<file path="config.mk">
export PLATFORM = sky130hd
export DESIGN_NAME = extent_map_block_translator_unit
export DESIGN_NICKNAME = d
export VERILOG_FILES = /design/src/rtl/emt_pkg.sv /design/src/rtl/emt_ram.sv /design/src/rtl/emt_dpath.sv /design/src/rtl/emt_ctrl.sv /design/src/rtl/extent_map_block_translator_unit.sv
export SDC_FILE = /design/constraint.sdc
export NUM_CORES = 2
export LEC_CHECK = 0
export BUFFER_PORTS_ARGS = -buffer_cell sky130_fd_sc_hd__buf_4
export CORE_MARGIN = 2
export CORE_UTILIZATION = 51
export CTS_BUF_LIST = sky130_fd_sc_hd__clkbuf_4 sky130_fd_sc_hd__clkbuf_8
export CTS_CLUSTER_SIZE = 20
export DETAILED_ROUTE_END_ITERATION = 8
export PLACE_DENSITY = 0.66
export SYNTH_ARGS = -nofsm -noshare
export SYNTH_HDL_FRONTEND = slang
export SYNTH_MEMORY_MAX_BITS = 65536
export SYNTH_SLANG_ARGS = --single-unit
</file>
<file path="constraint.sdc">
create_clock -name clk -period 13 [get_ports clk]
set_clock_uncertainty 0.1 [all_clocks]
set_input_delay 1.95 -clock clk [delete_from_list [all_inputs] [get_ports clk]]
set_output_delay 1.95 -clock clk [all_outputs]
set_load 0.01 [all_outputs]
</file>
<file path="src/rtl/emt_pkg.sv">
`timescale 1ns / 1ps
// ----------------------------------------------------------------------------
// emt_pkg
// Shared types and codes for the extent map block translator.
// ----------------------------------------------------------------------------
package emt_pkg;

    localparam int MAP_WORDS_DEF = 256;

    localparam int WORD_W = 16;
    localparam int VBN_W  = 32;
    localparam int LBN_W  = 33;
    localparam int BLK_W  = 40;
    localparam int P_W    = 9;
    localparam int CNT_W  = 31;
    localparam int WIU_W  = 8;

    // result status codes
    localparam logic [1:0] ST_MAPPED     = 2'd0;
    localparam logic [1:0] ST_PAST_END   = 2'd1;
    localparam logic [1:0] ST_ZERO_BLOCK = 2'd2;
    localparam logic [1:0] ST_LOAD_DONE  = 2'd3;

    // request actions
    localparam logic ACT_LOAD      = 1'b0;
    localparam logic ACT_TRANSLATE = 1'b1;

    // retrieval pointer formats (top two bits of the first word)
    localparam logic [1:0] FMT_NONE  = 2'd0;
    localparam logic [1:0] FMT_SHORT = 2'd1;
    localparam logic [1:0] FMT_MID   = 2'd2;
    localparam logic [1:0] FMT_LONG  = 2'd3;

    typedef struct packed {
        logic              action;
        logic [7:0]        word_index;
        logic [WORD_W-1:0] map_word;
        logic [VBN_W-1:0]  vbn;
    } emt_in_t;

    typedef struct packed {
        logic [1:0]       status;
        logic [LBN_W-1:0] lbn;
    } emt_out_t;

    typedef struct packed {
        logic       accept_item;
        logic       map_write;
        logic       rd_issue;
        logic       capture;
        logic [1:0] word_sel;
        logic       add_count;
        logic       advance;
        logic       resolve;
        logic       form_lbn;
        logic       out_write;
        logic [1:0] kind;
    } emt_cmd_t;

    typedef struct packed {
        logic       walk_open;
        logic [1:0] rd_fmt;
        logic [1:0] w0_fmt;
        logic       hit;
        logic       before_blk;
        logic       out_free;
    } emt_stat_t;

endpackage

</file>
<file path="src/rtl/emt_ram.sv">
`timescale 1ns / 1ps
// ----------------------------------------------------------------------------
// emt_ram
// Generic single-write, single-read RAM with registered read data.
// ----------------------------------------------------------------------------
module emt_ram #(
    parameter int WIDTH = 16,
    parameter int DEPTH = 256
) (
    input  logic                     clk,
    input  logic                     we,
    input  logic [$clog2(DEPTH)-1:0] waddr,
    input  logic [WIDTH-1:0]         wdata,
    input  logic                     re,
    input  logic [$clog2(DEPTH)-1:0] raddr,
    output logic [WIDTH-1:0]         rdata
);

    logic [WIDTH-1:0] mem_reg [DEPTH];
    logic [WIDTH-1:0] rdata_reg;

    always_ff @(posedge clk)
    begin
        if (we)
        begin
            mem_reg[waddr] <= wdata;
        end
        if (re)
        begin
            rdata_reg <= mem_reg[raddr];
        end
    end

    assign rdata = rdata_reg;

endmodule

</file>
<file path="src/rtl/emt_dpath.sv">
`timescale 1ns / 1ps
// ----------------------------------------------------------------------------
// emt_dpath
// Map store, walk registers, pointer decode, lbn forming and result register.
// ----------------------------------------------------------------------------
module emt_dpath #(
    parameter int MAP_WORDS = emt_pkg::MAP_WORDS_DEF
) (
    input  logic              clk,
    input  logic              rst_n,
    input  emt_pkg::emt_in_t  in_data,
    input  logic              cfg_write_enable,
    input  logic [7:0]        cfg_write_data,
    input  logic              out_stall,
    input  emt_pkg::emt_cmd_t cmd,
    output emt_pkg::emt_stat_t stat,
    output logic              out_valid,
    output emt_pkg::emt_out_t out_data
);
    import emt_pkg::*;

    localparam int AW = $clog2(MAP_WORDS);

    logic [MAP_WORDS-1:0] valid_reg;
    logic [WIU_W-1:0]     wiu_reg;
    logic [VBN_W-1:0]     vbn_reg;
    logic [P_W-1:0]       p_reg;
    logic [BLK_W-1:0]     blk_reg;
    logic [BLK_W-1:0]     sum_reg;
    logic [WORD_W-1:0]    w_reg [4];
    logic [VBN_W-1:0]     diff_reg;
    logic [LBN_W-1:0]     lbn_reg;
    logic                 rd_ok_reg;
    logic                 out_valid_reg;
    emt_out_t             out_data_reg;

    logic [P_W-1:0]       rd_addr;
    logic                 rd_in_range;
    logic                 wr_in_range;
    logic                 map_we;
    logic [WORD_W-1:0]    ram_rdata;
    logic [WORD_W-1:0]    rd_word;
    logic [WORD_W-1:0]    w0;
    logic [CNT_W-1:0]     cnt;
    logic [VBN_W-1:0]     base;
    logic [1:0]           final_status;

    assign rd_addr     = p_reg + P_W'(cmd.word_sel);
    assign rd_in_range = rd_addr < P_W'(MAP_WORDS);
    assign wr_in_range = {1'b0, in_data.word_index} < P_W'(MAP_WORDS);
    assign map_we      = cmd.map_write && wr_in_range;

    emt_ram #(
        .WIDTH (WORD_W),
        .DEPTH (MAP_WORDS)
    ) u_map_ram (
        .clk   (clk),
        .we    (map_we),
        .waddr (in_data.word_index[AW-1:0]),
        .wdata (in_data.map_word),
        .re    (cmd.rd_issue),
        .raddr (rd_addr[AW-1:0]),
        .rdata (ram_rdata)
    );

    // never-written words and words past the store read as zero
    assign rd_word = rd_ok_reg ? ram_rdata : '0;
    assign w0      = w_reg[0];

    always_comb
    begin
        unique case (w0[15:14])
            FMT_NONE:
            begin
                cnt  = '0;
                base = '0;
            end
            FMT_SHORT:
            begin
                cnt  = CNT_W'(w0[7:0]) + CNT_W'(1);
                base = {10'd0, w0[13:8], w_reg[1]};
            end
            FMT_MID:
            begin
                cnt  = CNT_W'(w0[13:0]) + CNT_W'(1);
                base = {w_reg[2], w_reg[1]};
            end
            default:
            begin
                cnt  = CNT_W'({w0[13:0], w_reg[1]}) + CNT_W'(1);
                base = {w_reg[3], w_reg[2]};
            end
        endcase
    end

    always_comb
    begin
        if (cmd.kind == ST_MAPPED && lbn_reg == '0)
        begin
            final_status = ST_ZERO_BLOCK;
        end
        else
        begin
            final_status = cmd.kind;
        end
    end

    assign stat.walk_open  = p_reg < P_W'(wiu_reg);
    assign stat.rd_fmt     = rd_word[15:14];
    assign stat.w0_fmt     = w0[15:14];
    assign stat.hit        = BLK_W'(vbn_reg) < sum_reg;
    assign stat.before_blk = BLK_W'(vbn_reg) < blk_reg;
    assign stat.out_free   = !out_valid_reg || !out_stall;

    always_ff @(posedge clk or negedge rst_n)
    begin
        if (!rst_n)
        begin
            valid_reg     <= '0;
            wiu_reg       <= '0;
            out_valid_reg <= 1'b0;
        end
        else
        begin
            if (map_we)
            begin
                valid_reg[in_data.word_index[AW-1:0]] <= 1'b1;
            end
            if (cfg_write_enable)
            begin
                wiu_reg <= cfg_write_data;
            end
            if (cmd.out_write)
            begin
                out_valid_reg <= 1'b1;
            end
            else if (!out_stall)
            begin
                out_valid_reg <= 1'b0;
            end
        end
    end

    always_ff @(posedge clk)
    begin
        if (cmd.accept_item)
        begin
            vbn_reg <= in_data.vbn;
            p_reg   <= '0;
            blk_reg <= BLK_W'(1);
        end
        if (cmd.rd_issue)
        begin
            rd_ok_reg <= rd_in_range && valid_reg[rd_addr[AW-1:0]];
        end
        if (cmd.capture)
        begin
            w_reg[cmd.word_sel] <= rd_word;
        end
        if (cmd.add_count)
        begin
            sum_reg <= blk_reg + BLK_W'(cnt);
        end
        if (cmd.advance)
        begin
            blk_reg <= sum_reg;
            p_reg   <= p_reg + P_W'(w0[15:14]) + P_W'(1);
        end
        if (cmd.resolve)
        begin
            // diff is used only when vbn is at or above blk, so the low word is enough
            diff_reg <= vbn_reg - blk_reg[VBN_W-1:0];
        end
        if (cmd.form_lbn)
        begin
            lbn_reg <= LBN_W'(base) + LBN_W'(diff_reg);
        end
        if (cmd.out_write)
        begin
            out_data_reg.status <= final_status;
            out_data_reg.lbn    <= (final_status == ST_MAPPED) ? lbn_reg : '0;
        end
    end

    assign out_valid = out_valid_reg;
    assign out_data  = out_data_reg;

endmodule

</file>
<file path="src/rtl/emt_ctrl.sv">
`timescale 1ns / 1ps
// ----------------------------------------------------------------------------
// emt_ctrl
// Sequencer for loads and for the retrieval pointer walk.
// ----------------------------------------------------------------------------
module emt_ctrl (
    input  logic               clk,
    input  logic               rst_n,
    input  logic               in_valid,
    input  logic               in_action,
    output logic               in_stall,
    input  emt_pkg::emt_stat_t stat,
    output emt_pkg::emt_cmd_t  cmd
);
    import emt_pkg::*;

    localparam logic [3:0] S_IDLE    = 4'd0;
    localparam logic [3:0] S_CHECK   = 4'd1;
    localparam logic [3:0] S_READ    = 4'd2;
    localparam logic [3:0] S_CAPT    = 4'd3;
    localparam logic [3:0] S_ADD     = 4'd4;
    localparam logic [3:0] S_CMP     = 4'd5;
    localparam logic [3:0] S_RESOLVE = 4'd6;
    localparam logic [3:0] S_FORM    = 4'd7;
    localparam logic [3:0] S_FINISH  = 4'd8;

    logic [3:0] state_reg, state_next;
    logic [1:0] k_reg, k_next;
    logic [1:0] kind_reg, kind_next;
    logic [1:0] cur_fmt;

    // pointer length minus one equals its format code
    assign cur_fmt = (k_reg == 2'd0) ? stat.rd_fmt : stat.w0_fmt;

    always_comb
    begin
        state_next = state_reg;
        k_next     = k_reg;
        kind_next  = kind_reg;
        cmd        = '0;
        cmd.word_sel = k_reg;
        cmd.kind     = kind_reg;

        unique case (state_reg)
            S_IDLE:
            begin
                if (in_valid)
                begin
                    cmd.accept_item = 1'b1;
                    if (in_action == ACT_LOAD)
                    begin
                        cmd.map_write = 1'b1;
                        kind_next     = ST_LOAD_DONE;
                        state_next    = S_FINISH;
                    end
                    else
                    begin
                        state_next = S_CHECK;
                    end
                end
            end
            S_CHECK:
            begin
                k_next = 2'd0;
                if (stat.walk_open)
                begin
                    state_next = S_READ;
                end
                else
                begin
                    kind_next  = ST_PAST_END;
                    state_next = S_FINISH;
                end
            end
            S_READ:
            begin
                cmd.rd_issue = 1'b1;
                state_next   = S_CAPT;
            end
            S_CAPT:
            begin
                cmd.capture = 1'b1;
                if (cur_fmt > k_reg)
                begin
                    k_next     = k_reg + 2'd1;
                    state_next = S_READ;
                end
                else
                begin
                    state_next = S_ADD;
                end
            end
            S_ADD:
            begin
                cmd.add_count = 1'b1;
                state_next    = S_CMP;
            end
            S_CMP:
            begin
                if (stat.hit)
                begin
                    state_next = S_RESOLVE;
                end
                else
                begin
                    cmd.advance = 1'b1;
                    state_next  = S_CHECK;
                end
            end
            S_RESOLVE:
            begin
                cmd.resolve = 1'b1;
                if (stat.before_blk)
                begin
                    // block number below the first mapped block
                    kind_next  = ST_PAST_END;
                    state_next = S_FINISH;
                end
                else
                begin
                    kind_next  = ST_MAPPED;
                    state_next = S_FORM;
                end
            end
            S_FORM:
            begin
                cmd.form_lbn = 1'b1;
                state_next   = S_FINISH;
            end
            S_FINISH:
            begin
                if (stat.out_free)
                begin
                    cmd.out_write = 1'b1;
                    state_next    = S_IDLE;
                end
            end
            default:
            begin
                state_next = S_IDLE;
            end
        endcase
    end

    always_ff @(posedge clk or negedge rst_n)
    begin
        if (!rst_n)
        begin
            state_reg <= S_IDLE;
            k_reg     <= 2'd0;
            kind_reg  <= ST_LOAD_DONE;
        end
        else
        begin
            state_reg <= state_next;
            k_reg     <= k_next;
            kind_reg  <= kind_next;
        end
    end

    assign in_stall = (state_reg != S_IDLE);

endmodule

</file>
<file path="src/rtl/extent_map_block_translator_unit.sv">
`timescale 1ns / 1ps
// ----------------------------------------------------------------------------
// extent_map_block_translator_unit
// Loads an extent map word by word and translates virtual to logical blocks.
// ----------------------------------------------------------------------------
//  channel | direction | handshake                   | payload
//  in      | input     | in_valid / in_stall         | in_data (emt_in_t)
//  out     | output    | out_valid / out_stall       | out_data (emt_out_t)
//  cfg     | input     | cfg_write_enable            | cfg_write_data (words in use)
//
// A load writes its word and then posts a result. A translate walks W map words
// in P pointers, limited by the single read port of the map RAM (each word is
// read and then captured) and the add/compare step per pointer.
// Reset clears the map through per-word valid bits; no clearing pass.
// A result waits in the output register while out_stall is high; the next
// request is taken meanwhile and holds in its final step until the slot frees.
module extent_map_block_translator_unit #(
    parameter int MAP_WORDS = emt_pkg::MAP_WORDS_DEF
) (
    input  logic             clk,
    input  logic             rst_n,
    input  logic             in_valid,
    output logic             in_stall,
    input  emt_pkg::emt_in_t in_data,
    output logic             out_valid,
    input  logic             out_stall,
    output emt_pkg::emt_out_t out_data,
    input  logic             cfg_write_enable,
    input  logic [7:0]       cfg_write_data
);
    import emt_pkg::*;

    emt_cmd_t  cmd;
    emt_stat_t stat;

    emt_ctrl u_ctrl (
        .clk       (clk),
        .rst_n     (rst_n),
        .in_valid  (in_valid),
        .in_action (in_data.action),
        .in_stall  (in_stall),
        .stat      (stat),
        .cmd       (cmd)
    );

    emt_dpath #(
        .MAP_WORDS (MAP_WORDS)
    ) u_dpath (
        .clk              (clk),
        .rst_n            (rst_n),
        .in_data          (in_data),
        .cfg_write_enable (cfg_write_enable),
        .cfg_write_data   (cfg_write_data),
        .out_stall        (out_stall),
        .cmd              (cmd),
        .stat             (stat),
        .out_valid        (out_valid),
        .out_data         (out_data)
    );

endmodule
</file>
==> flow_summary.json <==
{
  "ys_types": 72,
  "routedWlPerCell_microns": 32.67,
  "r2r_start": "u_ctrl.k_reg[0]$_DFFE_PN0P_",
  "end_kind": "register",
  "cts_buffer_depth": 4,
  "p_leak_nw": 69.17,
  "slew_headroom": 0.08330,
  "postCtsSetupBuffers": 0,
  "die_y_microns": 605.8,
  "slowest_delay_ns": 1.16,
  "period_share": 0.4712,
  "num_vias": 91110,
  "power_density_nw_per_um2": 215.0,
  "ys_seq_area_frac": 0.7521,
  "hpwl_microns": 276700,
  "synthToLayoutAreaGrowth_pct": 12.67,
  "critPathKind": "register to register",
  "fillers": 25680,
  "status": "finished, final reports clean",
  "arrival_ns": 6.96,
  "maxCapViolations": 0,
  "placed_cells": 13220,
  "worst_path_max_delay_cell": "fa_4",
  "io_buffers": 106,
  "timing.fmax_mhz": 163.3,
  "setup.worst_path.start": "u_ctrl.k_reg[0]$_DFFE_PN0P_",
  "required_ns": 13.83,
  "insertion_delay_ns": 1.28,
  "synth_cells": 8375,
  "setup_violations": 0,
  "synth_area_sq_um": 184700,
  "synthTopCellsByArea": "edfxtp_1 (72%), mux4_2 (18%), dfrtp_1 (3.7%)",
  "ant_nets": 0,
  "coreArea_sq_um": 359800,
  "fin_nets": 9403,
  "finalNonFillerCells": 14570,
  "cts_num_sinks": 4671,
  "synth_top_area_cell": "edfxtp_1",
  "cts_buffers": 736,
  "hold_violations": 0,
  "min_path_type": "register to register",
  "rsz0062_at_grt": "false",
  "totalNegativeSetupSlack_ns": 0,
  "antenna_found_initial": 45,
  "ys_ff_latch": 4671,
  "yosysTopAreaCellShare": 0.7151,
  "layout_commonest_cell": "edfxtp_1",
  "row_count": 220,
  "grt-ovfl-total": 0,
  "p_seq_frac": 0.382,
  "crit_buf_inv": 2,
  "largest_reg_flops": 4096,
  "finalCriticalPeriod_ns": 6.125,
  "gr-usage-all-layers": 0.2600,
  "crit_path_max_fanout": 103,
  "peakVddDrop_mv": 0.3135,
  "p_sw_mw": 14.36,
  "r2r_setup_slack_ns": 6.87,
  "synth_edf_count": 4398,
  "start_util": 0.5134,
  "async_flop_share": 0.05845,
  "cts_tree": "done",
  "chipWidth_microns": 605.8,
  "drv_slew": 0,
  "p_comb_frac": 0.341,
  "drive_above_1_share": 0.3568,
  "drc": 0,
  "drt-pass1-iter-count": 6,
  "htree_levels": 6,
  "hold_ws_ns": 0.3589,
  "hold_start": "u_dpath.valid_reg[71]$_DFFE_PN0P_",
  "grt_max_degree": 146,
  "cp_top_family": "multiplexers",
  "clock_power_share": 0.277,
  "avgSynthCellArea_sq_um": 22.05,
  "num_io_pins": 107,
  "swShare": 0.3208,
  "wl_microns": 476100,
  "tightest_slew_ns": 1.375,
  "gp_congestion": 0.8570,
  "final_cell_mix": "edfxtp_1 (4398), mux4_2 (1442), clkbuf_8 (798)",
  "dieArea_sq_um": 367000,
  "avgViaCountPerCell": 6.252,
  "ctsHoldBuffers": 0,
  "postCtsResizedCells": 0,
  "critical_path.startpoint_type": "register",
  "internal_power_mw": 30.39,
  "grt_pass1_wl_microns": 674100,
  "synth-main-ff-cell": "edfxtp_1",
  "cts_root_buf": "clkbuf_8",
  "path_cells": "ha_4, fa_4, buf_12, buf_4, mux4_2, mux4_2, mux2i_1, o21ai_0, nor2_1, a21oi_1, a21oi_1, a211oi_1",
  "drtIter0Drc": 11680,
  "grt_pass1_vias": 91910,
  "yosys_warnings": 0,
  "clkTransAtPathRegs_ns": 0.06
}
==> cell type report <==
cell class / instances / area, sq um / share of cell area
sequential: 4671 / 138900 / 0.6675
multi-input combinational: 3200 / 44200 / 0.2124
clock buffer: 1019 / 12550 / 0.06030
tap: 4773 / 5972 / 0.02870
timing repair buffer: 456 / 3790 / 0.01821
clock inverter: 311 / 2186 / 0.01050
inverter: 116 / 435.4 / 0.002092
antenna: 27 / 67.56 / 0.0003247
==> final timing paths <==
kind	to	cells after the start
setup reg to reg	u_dpath.rd_ok_reg$_DFFE_PP_	12
max in group asynchronous	u_dpath.valid_reg[86]$_DFFE_PN0P_	3
hold reg to reg	u_dpath.valid_reg[71]$_DFFE_PN0P_	1
min in group asynchronous	u_dpath.valid_reg[188]$_DFFE_PN0P_	1
setup / recovery	u_dpath.rd_ok_reg$_DFFE_PP_	12
hold / removal	u_dpath.valid_reg[71]$_DFFE_PN0P_	1
==> per-layer routing <==
layer | vias to the layer above | GRT usage | wire (microns)
met2 | 4847 | 0.4097 | 228000
met3 | 811 | 0.05454 | 44430
met5 | - | 0 | 158
li1 | 36680 | - | -
met1 | 48760 | 0.3645 | 186000
met4 | 20 | 0.09132 | 17560
==> power by group through the flow <==
| stage | sequential [mW] | clock (mW) | combinational [mW] |
|---|---|---|---|
| 3_5_place_dp | 17.4 | 0 | 15.4 |
| 3_3_place_gp | 17.4 | 0 | 15.3 |
| 2_1_floorplan | 17.2 | 0 | 10.0 |
| 4_1_cts | 17.1 | 12.6 | 15.4 |
| 5_1_grt | 17.1 | 13.3 | 15.9 |
| 6_report | 17.1 | 12.4 | 15.3 |
==> cell usage after synthesis (5+ instances only) <==
| library cell | number |
|---|---|
| o21ai_0 | 74 |
| xor2_1 | 60 |
| inv_1 | 116 |
| a22o_1 | 28 |
| buf_2 | 97 |
| nor2b_1 | 33 |
| mux4_2 | 1442 |
| xnor2_1 | 79 |
| edfxtp_1 | 4398 |
| a31oi_1 | 12 |
| nand2_1 | 127 |
| buf_1 | 30 |
| or3_1 | 7 |
| nand2b_1 | 17 |
| mux2i_1 | 17 |
| o21bai_1 | 13 |
| dfrtp_1 | 271 |
| fa_1 | 5 |
| nor3_1 | 18 |
| nor2_1 | 394 |
| a21oi_1 | 101 |
| mux2_2 | 24 |
| or4_1 | 5 |
| o211ai_1 | 11 |
| nor4_1 | 17 |
| or2_2 | 261 |
| nand4_1 | 22 |
| and4_1 | 5 |
| nand3_1 | 44 |
| a211oi_1 | 8 |
| o31ai_1 | 5 |
| ha_1 | 147 |
| and3_1 | 19 |
| o21a_1 | 15 |
| a21o_1 | 64 |
| and2_1 | 63 |
| clkbuf_1 | 265 |
==> through the flow <==
step	total power [mW]	worst slack, ns	area [sq um]	utilization
finish	44.75	6.875	208100	0.5784
detailed placement	32.73	6.723	193300	0.5372
CTS	45.10	6.743	208000	0.5781
global placement	32.65	6.705	193300	0.5372
global route	46.22	6.574	208100	0.5783
floorplan	27.22	8.496	184700	-
==> kinds of logic (layout without fill, tap and decap cells) <==
group,Yosys count,after routing,synth area share
DFF,4671,4671,0.7521
adders and majority gates,152,152,0.01050
AOI/OAI and AO/OA,377,377,0.01346
muxes,1483,1483,0.1782
other,1,35,0.00002030
xor gates and xnor gates,139,139,0.006592
and+or+nand+nor,1041,1041,0.02797
buffers and inverters,511,1902,0.01114
(Power assumes the default switching activity.)
